`config.mk`:
```
export PLATFORM = sky130hd
export DESIGN_NAME = ask_biphase_frame_decoder
export DESIGN_NICKNAME = d
export VERILOG_FILES = /design/src/abfd_pkg.sv /design/src/ask_biphase_frame_decoder.sv
export SDC_FILE = /design/constraint.sdc
export NUM_CORES = 1
export LEC_CHECK = 0
export ABC_AREA = 0
export BUFFER_PORTS_ARGS = -buffer_cell sky130_fd_sc_hd__clkbuf_2
export CORE_MARGIN = 5
export CORE_UTILIZATION = 62
export DETAILED_ROUTE_END_ITERATION = 12
export GPL_TIMING_DRIVEN = 0
export HOLD_SLACK_MARGIN = 0.06
export PLACE_DENSITY = 0.89
export SLEW_MARGIN = 20
export SYNTH_ARGS = -nofsm -noshare
export SYNTH_HDL_FRONTEND = slang
export SYNTH_SLANG_ARGS = --single-unit
```
`constraint.sdc`:
```
create_clock -name clk -period 7.19 [get_ports clk]
set_input_delay 1.438 -clock clk [delete_from_list [all_inputs] [get_ports clk]]
set_output_delay 1.438 -clock clk [all_outputs]
set_load 0.05 [all_outputs]
```
`src/abfd_pkg.sv`:
```
// ----------------------------------------------------------------------------
// abfd_pkg
// Shared types, constants and half-bit helpers for the bi-phase frame decoder.
// ----------------------------------------------------------------------------
package abfd_pkg;

    localparam int unsigned INTERVAL_W        = 16;
    localparam int unsigned PATTERN_W         = 32;
    localparam int unsigned START_LEN_W       = 6;
    localparam int unsigned CFG_DATA_W        = 32;
    localparam int unsigned CFG_INDEX_W       = 3;
    localparam int unsigned FEEDBACK_W        = 8;

    localparam int unsigned MAX_START_LEN     = 32;
    localparam int unsigned PAYLOAD_HALF_BITS = 20;
    localparam int unsigned FRAME_BITS        = PAYLOAD_HALF_BITS / 2;

    // position runs up to MAX_START_LEN + PAYLOAD_HALF_BITS - 1
    localparam int unsigned POS_W     = $clog2(MAX_START_LEN + PAYLOAD_HALF_BITS);
    localparam int unsigned HB_IDX_W  = $clog2(PAYLOAD_HALF_BITS);
    localparam int unsigned PAT_IDX_W = $clog2(PATTERN_W);

    localparam logic [INTERVAL_W-1:0]  MIN_INTERVAL_RST   = 16'd3;
    localparam logic [INTERVAL_W-1:0]  SPLIT_INTERVAL_RST = 16'd9;
    localparam logic [INTERVAL_W-1:0]  MAX_INTERVAL_RST   = 16'd16;
    localparam logic [PATTERN_W-1:0]   START_PATTERN_RST  = 32'h0000_07FF;
    localparam logic [START_LEN_W-1:0] START_LENGTH_RST   = 6'd12;

    typedef enum logic [CFG_INDEX_W-1:0] {
        CFG_MIN_INTERVAL   = 3'd0,
        CFG_SPLIT_INTERVAL = 3'd1,
        CFG_MAX_INTERVAL   = 3'd2,
        CFG_START_PATTERN  = 3'd3,
        CFG_START_LENGTH   = 3'd4
    } cfg_index_t;

    typedef struct packed {
        logic [POS_W-1:0]             pos;
        logic [PAYLOAD_HALF_BITS-1:0] half_bits;
        logic                         done;
    } push_res_t;

    typedef struct packed {
        logic                  ok;
        logic                  bad;
        logic                  sel;
        logic [FEEDBACK_W-1:0] feedback;
    } frame_res_t;

    // One half-bit: start matching first, then payload collection.
    function automatic push_res_t push_half_bit(
        input logic [POS_W-1:0]             pos,
        input logic [PAYLOAD_HALF_BITS-1:0] half_bits,
        input logic                         level,
        input logic [POS_W-1:0]             slen,
        input logic [PATTERN_W-1:0]         pattern
    );
        push_res_t        r;
        logic [POS_W-1:0] idx;
        r.pos       = pos;
        r.half_bits = half_bits;
        r.done      = 1'b0;
        idx         = pos - slen;
        if (pos < slen) begin
            if (pattern[pos[PAT_IDX_W-1:0]] == level)
                r.pos = pos + POS_W'(1);
            else
                r.pos = '0;
        end
        else if (idx >= POS_W'(PAYLOAD_HALF_BITS)) begin
            // start length shrank mid-frame: drop and restart
            r.pos = '0;
        end
        else begin
            r.half_bits[idx[HB_IDX_W-1:0]] = level;
            if (idx == POS_W'(PAYLOAD_HALF_BITS - 1)) begin
                r.pos  = '0;
                r.done = 1'b1;
            end
            else begin
                r.pos = pos + POS_W'(1);
            end
        end
        return r;
    endfunction

    // Cell boundary check, bit fold and even parity.
    function automatic frame_res_t decode_frame(
        input logic [PAYLOAD_HALF_BITS-1:0] half_bits
    );
        frame_res_t             r;
        logic                   boundary_ok;
        logic [FRAME_BITS-1:0]  bits;
        logic                   parity;
        boundary_ok = 1'b1;
        for (int i = 0; i < FRAME_BITS - 1; i++) begin
            if (half_bits[2*i+1] == half_bits[2*i+2])
                boundary_ok = 1'b0;
        end
        for (int i = 0; i < FRAME_BITS; i++) begin
            bits[i] = half_bits[2*i] ^ half_bits[2*i+1];
        end
        parity     = ^bits[FRAME_BITS-2:0];
        r.ok       = boundary_ok && (parity == bits[FRAME_BITS-1]);
        r.bad      = !r.ok;
        r.sel      = r.ok ? bits[0] : 1'b0;
        r.feedback = r.ok ? bits[FEEDBACK_W:1] : '0;
        return r;
    endfunction

endpackage

```
`src/ask_biphase_frame_decoder.sv`:
```
// ----------------------------------------------------------------------------
// ask_biphase_frame_decoder
// Turns line edge intervals into half-bits, matches the start pattern and
// decodes a 20 half-bit differential bi-phase payload with even parity.
// ----------------------------------------------------------------------------
// Pipeline: a request is captured in the input register when accepted, then
//   decoded into the result register when the output is not stalled.
// Throughput: one request per cycle unless stalled; half-bit logic is one pass.
// Reset: asynchronous, clears position, pipeline valids and loads the
//   register defaults; the payload half-bit store holds no reset value.
module ask_biphase_frame_decoder (
    input  logic                              clk,
    input  logic                              rst_n,
    // configuration
    input  logic                              cfg_wr_en,
    input  logic [abfd_pkg::CFG_INDEX_W-1:0]  cfg_index,
    input  logic [abfd_pkg::CFG_DATA_W-1:0]   cfg_wdata,
    // edge requests
    input  logic                              in_valid,
    output logic                              in_stall,
    input  logic                              line_level,
    input  logic [abfd_pkg::INTERVAL_W-1:0]   interval_samples,
    // results
    output logic                              out_valid,
    input  logic                              out_stall,
    output logic                              frame_ok,
    output logic                              frame_bad,
    output logic                              power_select,
    output logic [abfd_pkg::FEEDBACK_W-1:0]   power_feedback
);
    import abfd_pkg::*;

    logic [INTERVAL_W-1:0]  min_interval_reg;
    logic [INTERVAL_W-1:0]  split_interval_reg;
    logic [INTERVAL_W-1:0]  max_interval_reg;
    logic [PATTERN_W-1:0]   start_pattern_reg;
    logic [START_LEN_W-1:0] start_length_reg;

    logic                   s1_valid_reg;
    logic                   s1_level_reg;
    logic [INTERVAL_W-1:0]  s1_dt_reg;

    logic [POS_W-1:0]             pos_reg;
    logic [POS_W-1:0]             pos_next;
    logic [PAYLOAD_HALF_BITS-1:0] half_bits_reg;
    logic [PAYLOAD_HALF_BITS-1:0] half_bits_next;

    logic                   out_valid_reg;
    frame_res_t             res_reg;
    frame_res_t             res_next;

    logic                   in_accept;
    logic                   advance;
    logic                   out_of_window;
    logic                   two_half_bits;
    logic [POS_W-1:0]       slen;
    push_res_t              push1;
    push_res_t              push2;
    frame_res_t             dec;
    logic                   frame_done;

    // ---------------- handshake ----------------
    assign advance   = s1_valid_reg && (!out_valid_reg || !out_stall);
    assign in_stall  = s1_valid_reg && !advance;
    assign in_accept = in_valid && !in_stall;

    // ---------------- configuration ----------------
    always_ff @(posedge clk or negedge rst_n)
    begin
        if (!rst_n)
        begin
            min_interval_reg   <= MIN_INTERVAL_RST;
            split_interval_reg <= SPLIT_INTERVAL_RST;
            max_interval_reg   <= MAX_INTERVAL_RST;
            start_pattern_reg  <= START_PATTERN_RST;
            start_length_reg   <= START_LENGTH_RST;
        end
        else if (cfg_wr_en)
        begin
            unique case (cfg_index_t'(cfg_index))
                CFG_MIN_INTERVAL:   min_interval_reg   <= cfg_wdata[INTERVAL_W-1:0];
                CFG_SPLIT_INTERVAL: split_interval_reg <= cfg_wdata[INTERVAL_W-1:0];
                CFG_MAX_INTERVAL:   max_interval_reg   <= cfg_wdata[INTERVAL_W-1:0];
                CFG_START_PATTERN:  start_pattern_reg  <= cfg_wdata[PATTERN_W-1:0];
                CFG_START_LENGTH:   start_length_reg   <= cfg_wdata[START_LEN_W-1:0];
                default: ;
            endcase
        end
    end

    // ---------------- half-bit logic ----------------
    assign slen = (start_length_reg > START_LEN_W'(MAX_START_LEN))
                ? POS_W'(MAX_START_LEN) : POS_W'(start_length_reg);

    assign out_of_window = (s1_dt_reg < min_interval_reg) || (s1_dt_reg > max_interval_reg);
    assign two_half_bits = (s1_dt_reg >= split_interval_reg);

    always_comb
    begin
        push1 = push_half_bit(pos_reg, half_bits_reg, s1_level_reg, slen,
                              start_pattern_reg);
        push2 = push_half_bit(push1.pos, push1.half_bits, s1_level_reg, slen,
                              start_pattern_reg);
        // at most one of the two pushes can close a frame
        frame_done = push1.done || (two_half_bits && push2.done);
        dec        = decode_frame(push1.done ? push1.half_bits : push2.half_bits);

        pos_next       = pos_reg;
        half_bits_next = half_bits_reg;
        res_next       = '0;
        priority if (s1_dt_reg == '0)
        begin
            pos_next = pos_reg;
        end
        else if (out_of_window)
        begin
            pos_next     = '0;
            res_next.bad = 1'b1;
        end
        else
        begin
            pos_next       = two_half_bits ? push2.pos : push1.pos;
            half_bits_next = two_half_bits ? push2.half_bits : push1.half_bits;
            if (frame_done)
                res_next = dec;
        end
    end

    // ---------------- control registers ----------------
    always_ff @(posedge clk or negedge rst_n)
    begin
        if (!rst_n)
        begin
            s1_valid_reg  <= 1'b0;
            out_valid_reg <= 1'b0;
            pos_reg       <= '0;
        end
        else
        begin
            if (in_accept)
                s1_valid_reg <= 1'b1;
            else if (advance)
                s1_valid_reg <= 1'b0;

            if (advance)
            begin
                out_valid_reg <= 1'b1;
                pos_reg       <= pos_next;
            end
            else if (!out_stall)
            begin
                out_valid_reg <= 1'b0;
            end
        end
    end

    // ---------------- payload registers ----------------
    always_ff @(posedge clk)
    begin
        if (in_accept)
        begin
            s1_level_reg <= line_level;
            s1_dt_reg    <= interval_samples;
        end
        if (advance)
        begin
            half_bits_reg <= half_bits_next;
            res_reg       <= res_next;
        end
    end

    assign out_valid      = out_valid_reg;
    assign frame_ok       = res_reg.ok;
    assign frame_bad      = res_reg.bad;
    assign power_select   = res_reg.sel;
    assign power_feedback = res_reg.feedback;

    // ---------------- assertions ----------------
    a_ok_bad_exclusive: assert property (@(posedge clk) disable iff (!rst_n)
        out_valid_reg |-> !(res_reg.ok && res_reg.bad))
        else $error("frame_ok and frame_bad both set");

    a_fields_zero_unless_ok: assert property (@(posedge clk) disable iff (!rst_n)
        (out_valid_reg && !res_reg.ok) |-> (res_reg.feedback == '0 && !res_reg.sel))
        else $error("decoded fields set without frame_ok");

    a_pos_bound: assert property (@(posedge clk) disable iff (!rst_n)
        pos_reg < POS_W'(MAX_START_LEN + PAYLOAD_HALF_BITS))
        else $error("half-bit position out of range");

    a_window_reset: assert property (@(posedge clk) disable iff (!rst_n)
        (advance && s1_dt_reg != '0 && out_of_window) |=> (pos_reg == '0 && res_reg.bad))
        else $error("out-of-window interval did not reset the frame");

    a_hold_when_stalled: assert property (@(posedge clk) disable iff (!rst_n)
        (out_valid_reg && out_stall) |=> (out_valid_reg && $stable(pos_reg)))
        else $error("state moved while result was stalled");

endmodule
```
==> flow_summary.ini <==
[run_status]
status = finished, final reports clean

[routing]
viasPerCell = 6.58
wire_per_inst_um = 20.9
drt-initial-drc-count = 1006
vias = 8007
drtAntennaViolNets = 0
routed_wirelength_um = 25400
dr.pass1.iters = 6
drc_errors = 0

[pwr]
power-per-cell-area_nw_per_um2 = 305
peakVddDrop_mv = 0.213
power_leakage_nw = 4.44

[synthesis]
synth-main-ff-cell = dfrtp_1
synth_edf_count = 48
synthArstFlopShare = 0.662
yosysUniqueCellTypes = 91
syn_nets = 1041
ys_seq_area_frac = 0.397
syn_inst = 921
synth_area_um2 = 9620
ys_ff_latch = 142
syn_avg_cell_area_um2 = 10.4
ys_warn_count = 0

[floorplan]
initial_core_util = 0.633
core_area_um2 = 15200
die_y_um = 135
fp-row-count = 45
fp.dieW_um = 135
die-area_um2 = 18100
io_pins = 70

[clock_network]
cts.sinks = 142
cts_buffer_depth = 2
htree_levels = 4
cts_buffers = 17
tritoncts = built
clk_latency_ns = 0.44
clkSlewWorstSetupHoldPaths_ns = 0.06
hold_buffers = 0
cts_root_buf = clkbuf_16

[finish]
multi_input_area_um2 = 5520
fillers = 982
layout-drive-gt1-share = 0.276
layout.cells.non_filler = 1217
diodes = 0
layout_commonest_cell = nand2_1
largest_reg_flops = 32
syn_to_final_growth_pct = 14.6
seq_area_um2 = 3820
fin_area_um2 = 11000
fin_nets = 1137
layout_common_cells = nand2_1, o21ai_0, dfrtp_1, clkbuf_2, inv_1

[global_routing]
grt_pass1_wl_um = 40500
grt_pass1_vias = 7842
grt_antenna_before_repair = 0
grt-ovfl-total = 0
grt_max_degree = 95
track_usage = 0.284

[setup_path]
worstPathMaxFanout = 10
critPathArrivalTime_ns = 7.23
worstSetupStartpointType = flip-flop
rr_worst_depth = 27
worstSetupPathType = reg -> reg
worstSetupEndpointType = flip-flop
crit_path_top_delay_cell = xor3_1
crit_path_max_incr_delay_ns = 0.46
cp.required_ns = 7.43

[timing]
setup_viol = 0
worst_hold_slack_ns = 0.498
finalCriticalPeriod_ns = 6.99
max_slew.worst_pin.slew_ns = 1.02
relSlewSlack = 0.313
finalHoldViolations = 0
fin_crit_sh = 0.972
slew_violations = 0
fmax_mhz = 143
finalClockSkew_ns = 0.0155

[placed_design]
placed_cells = 1178
globalplace.congestion = 1.04
port_buffers = 69
placedInstanceArea_um2 = 10200
dpl.hpwl_um = 18000

[hold_path]
hold_depth = 1
hp-class = reg -> reg

[job]
cap_violations = 0
[power by group]
part	total, mW	switching (mW)	internal (mW)	leakage, nW
Clock	0.842	0.376	0.466	0.270
Sequential	1.07	0.0790	0.988	1.57
Combinational	1.45	0.882	0.570	2.60
Total	3.36	1.34	2.02	4.44
[Yosys cell counts (9+ instances only)]
master | n | share of area
a21o_1 | 14 | 0.011
a21oi_1 | 25 | 0.013
clkbuf_1 | 22 | 0.0086
dfrtp_1 | 76 | 0.20
dfstp_2 | 18 | 0.049
edfxtp_1 | 48 | 0.15
ha_1 | 61 | 0.079
inv_1 | 68 | 0.027
mux2_2 | 66 | 0.077
mux2i_1 | 17 | 0.018
mux4_2 | 17 | 0.040
nand2_1 | 93 | 0.036
nand2b_1 | 10 | 0.0065
nand3_1 | 31 | 0.016
nand4_1 | 14 | 0.0091
nor2_1 | 39 | 0.015
nor3_1 | 13 | 0.0068
nor4_1 | 9 | 0.0059
nor4_2 | 9 | 0.012
o21ai_0 | 77 | 0.040
xnor2_1 | 18 | 0.016
xor2_1 | 17 | 0.015
[cells by family after synthesis]
family,count (synthesis),synth area share
compound gates,209,0.149
xor+xnor,40,0.0424
fa+ha+maj,63,0.0835
buf+inv,106,0.0462
flops,142,0.397
mux,103,0.140
simple gates,258,0.142
[through the flow]
step	setup slack (ns)	utilization	setup TNS, ns	total power, mW
after floorplan	0.543	-	0	2.05
after global placement	-0.817	0.671	-8.54	2.32
after detailed placement	-0.930	0.671	-9.91	2.36
after CTS	0.00998	0.715	0	3.26
after global routing	-0.00987	0.725	-0.0117	3.52
final	0.198	0.725	0	3.36
[critical path: cells and delay by family, from the launching register on]
family	cells	cell delay [ns]
compound gates	8	1.76
mux	1	0.34
simple gates	4	0.66
fa+ha+maj	4	1.35
buf+inv	6	0.92
xor+xnor	4	1.36
flops	1	0.41
[routing by layer]
| metal | global-route usage | vias to the layer above | part of all wire |
|---|---|---|---|
| met5 | 0 | - | 0 |
| met4 | 0.114 | 0 | 0.037 |
| met3 | 0.0641 | 100 | 0.084 |
| met2 | 0.441 | 479 | 0.46 |
| met1 | 0.389 | 3843 | 0.42 |
| li1 | - | 3585 | - |
[what timing repair did]
action / 4_1_cts / 5_1_grt
setup buffers: 5 / 5
pin swaps: 2 / 5
endpoints found under the setup margin: 11 / 11
resized for setup: 11 / 22
[final timing paths]
| check | start | endpoint | slack, ns |
|---|---|---|---|
| setup / recovery | pos_reg[0] | power_feedback[6] | 0.20 |
| max in group asynchronous | rst_n | pos_reg[0] | 5.59 |
| hold / removal | s1_valid_reg | out_valid | 0.50 |
| setup reg to reg | pos_reg[0] | power_feedback[6] | 0.20 |
| hold reg to reg | s1_valid_reg | out_valid | 0.50 |
| min in group asynchronous | rst_n | min_interval_reg[11] | 1.06 |
[final cells by class]
cell class                      count  area share
Buffer                             36      0.0174
Clock buffer                       19      0.0411
Clock inverter                     12     0.00943
Inverter                           68      0.0235
Multi-Input combinational cell    673       0.501
Sequential cell                   142       0.347
Tap cell                          188      0.0213
Timing Repair Buffer               79      0.0401
Power figures use the tool's default switching activity.
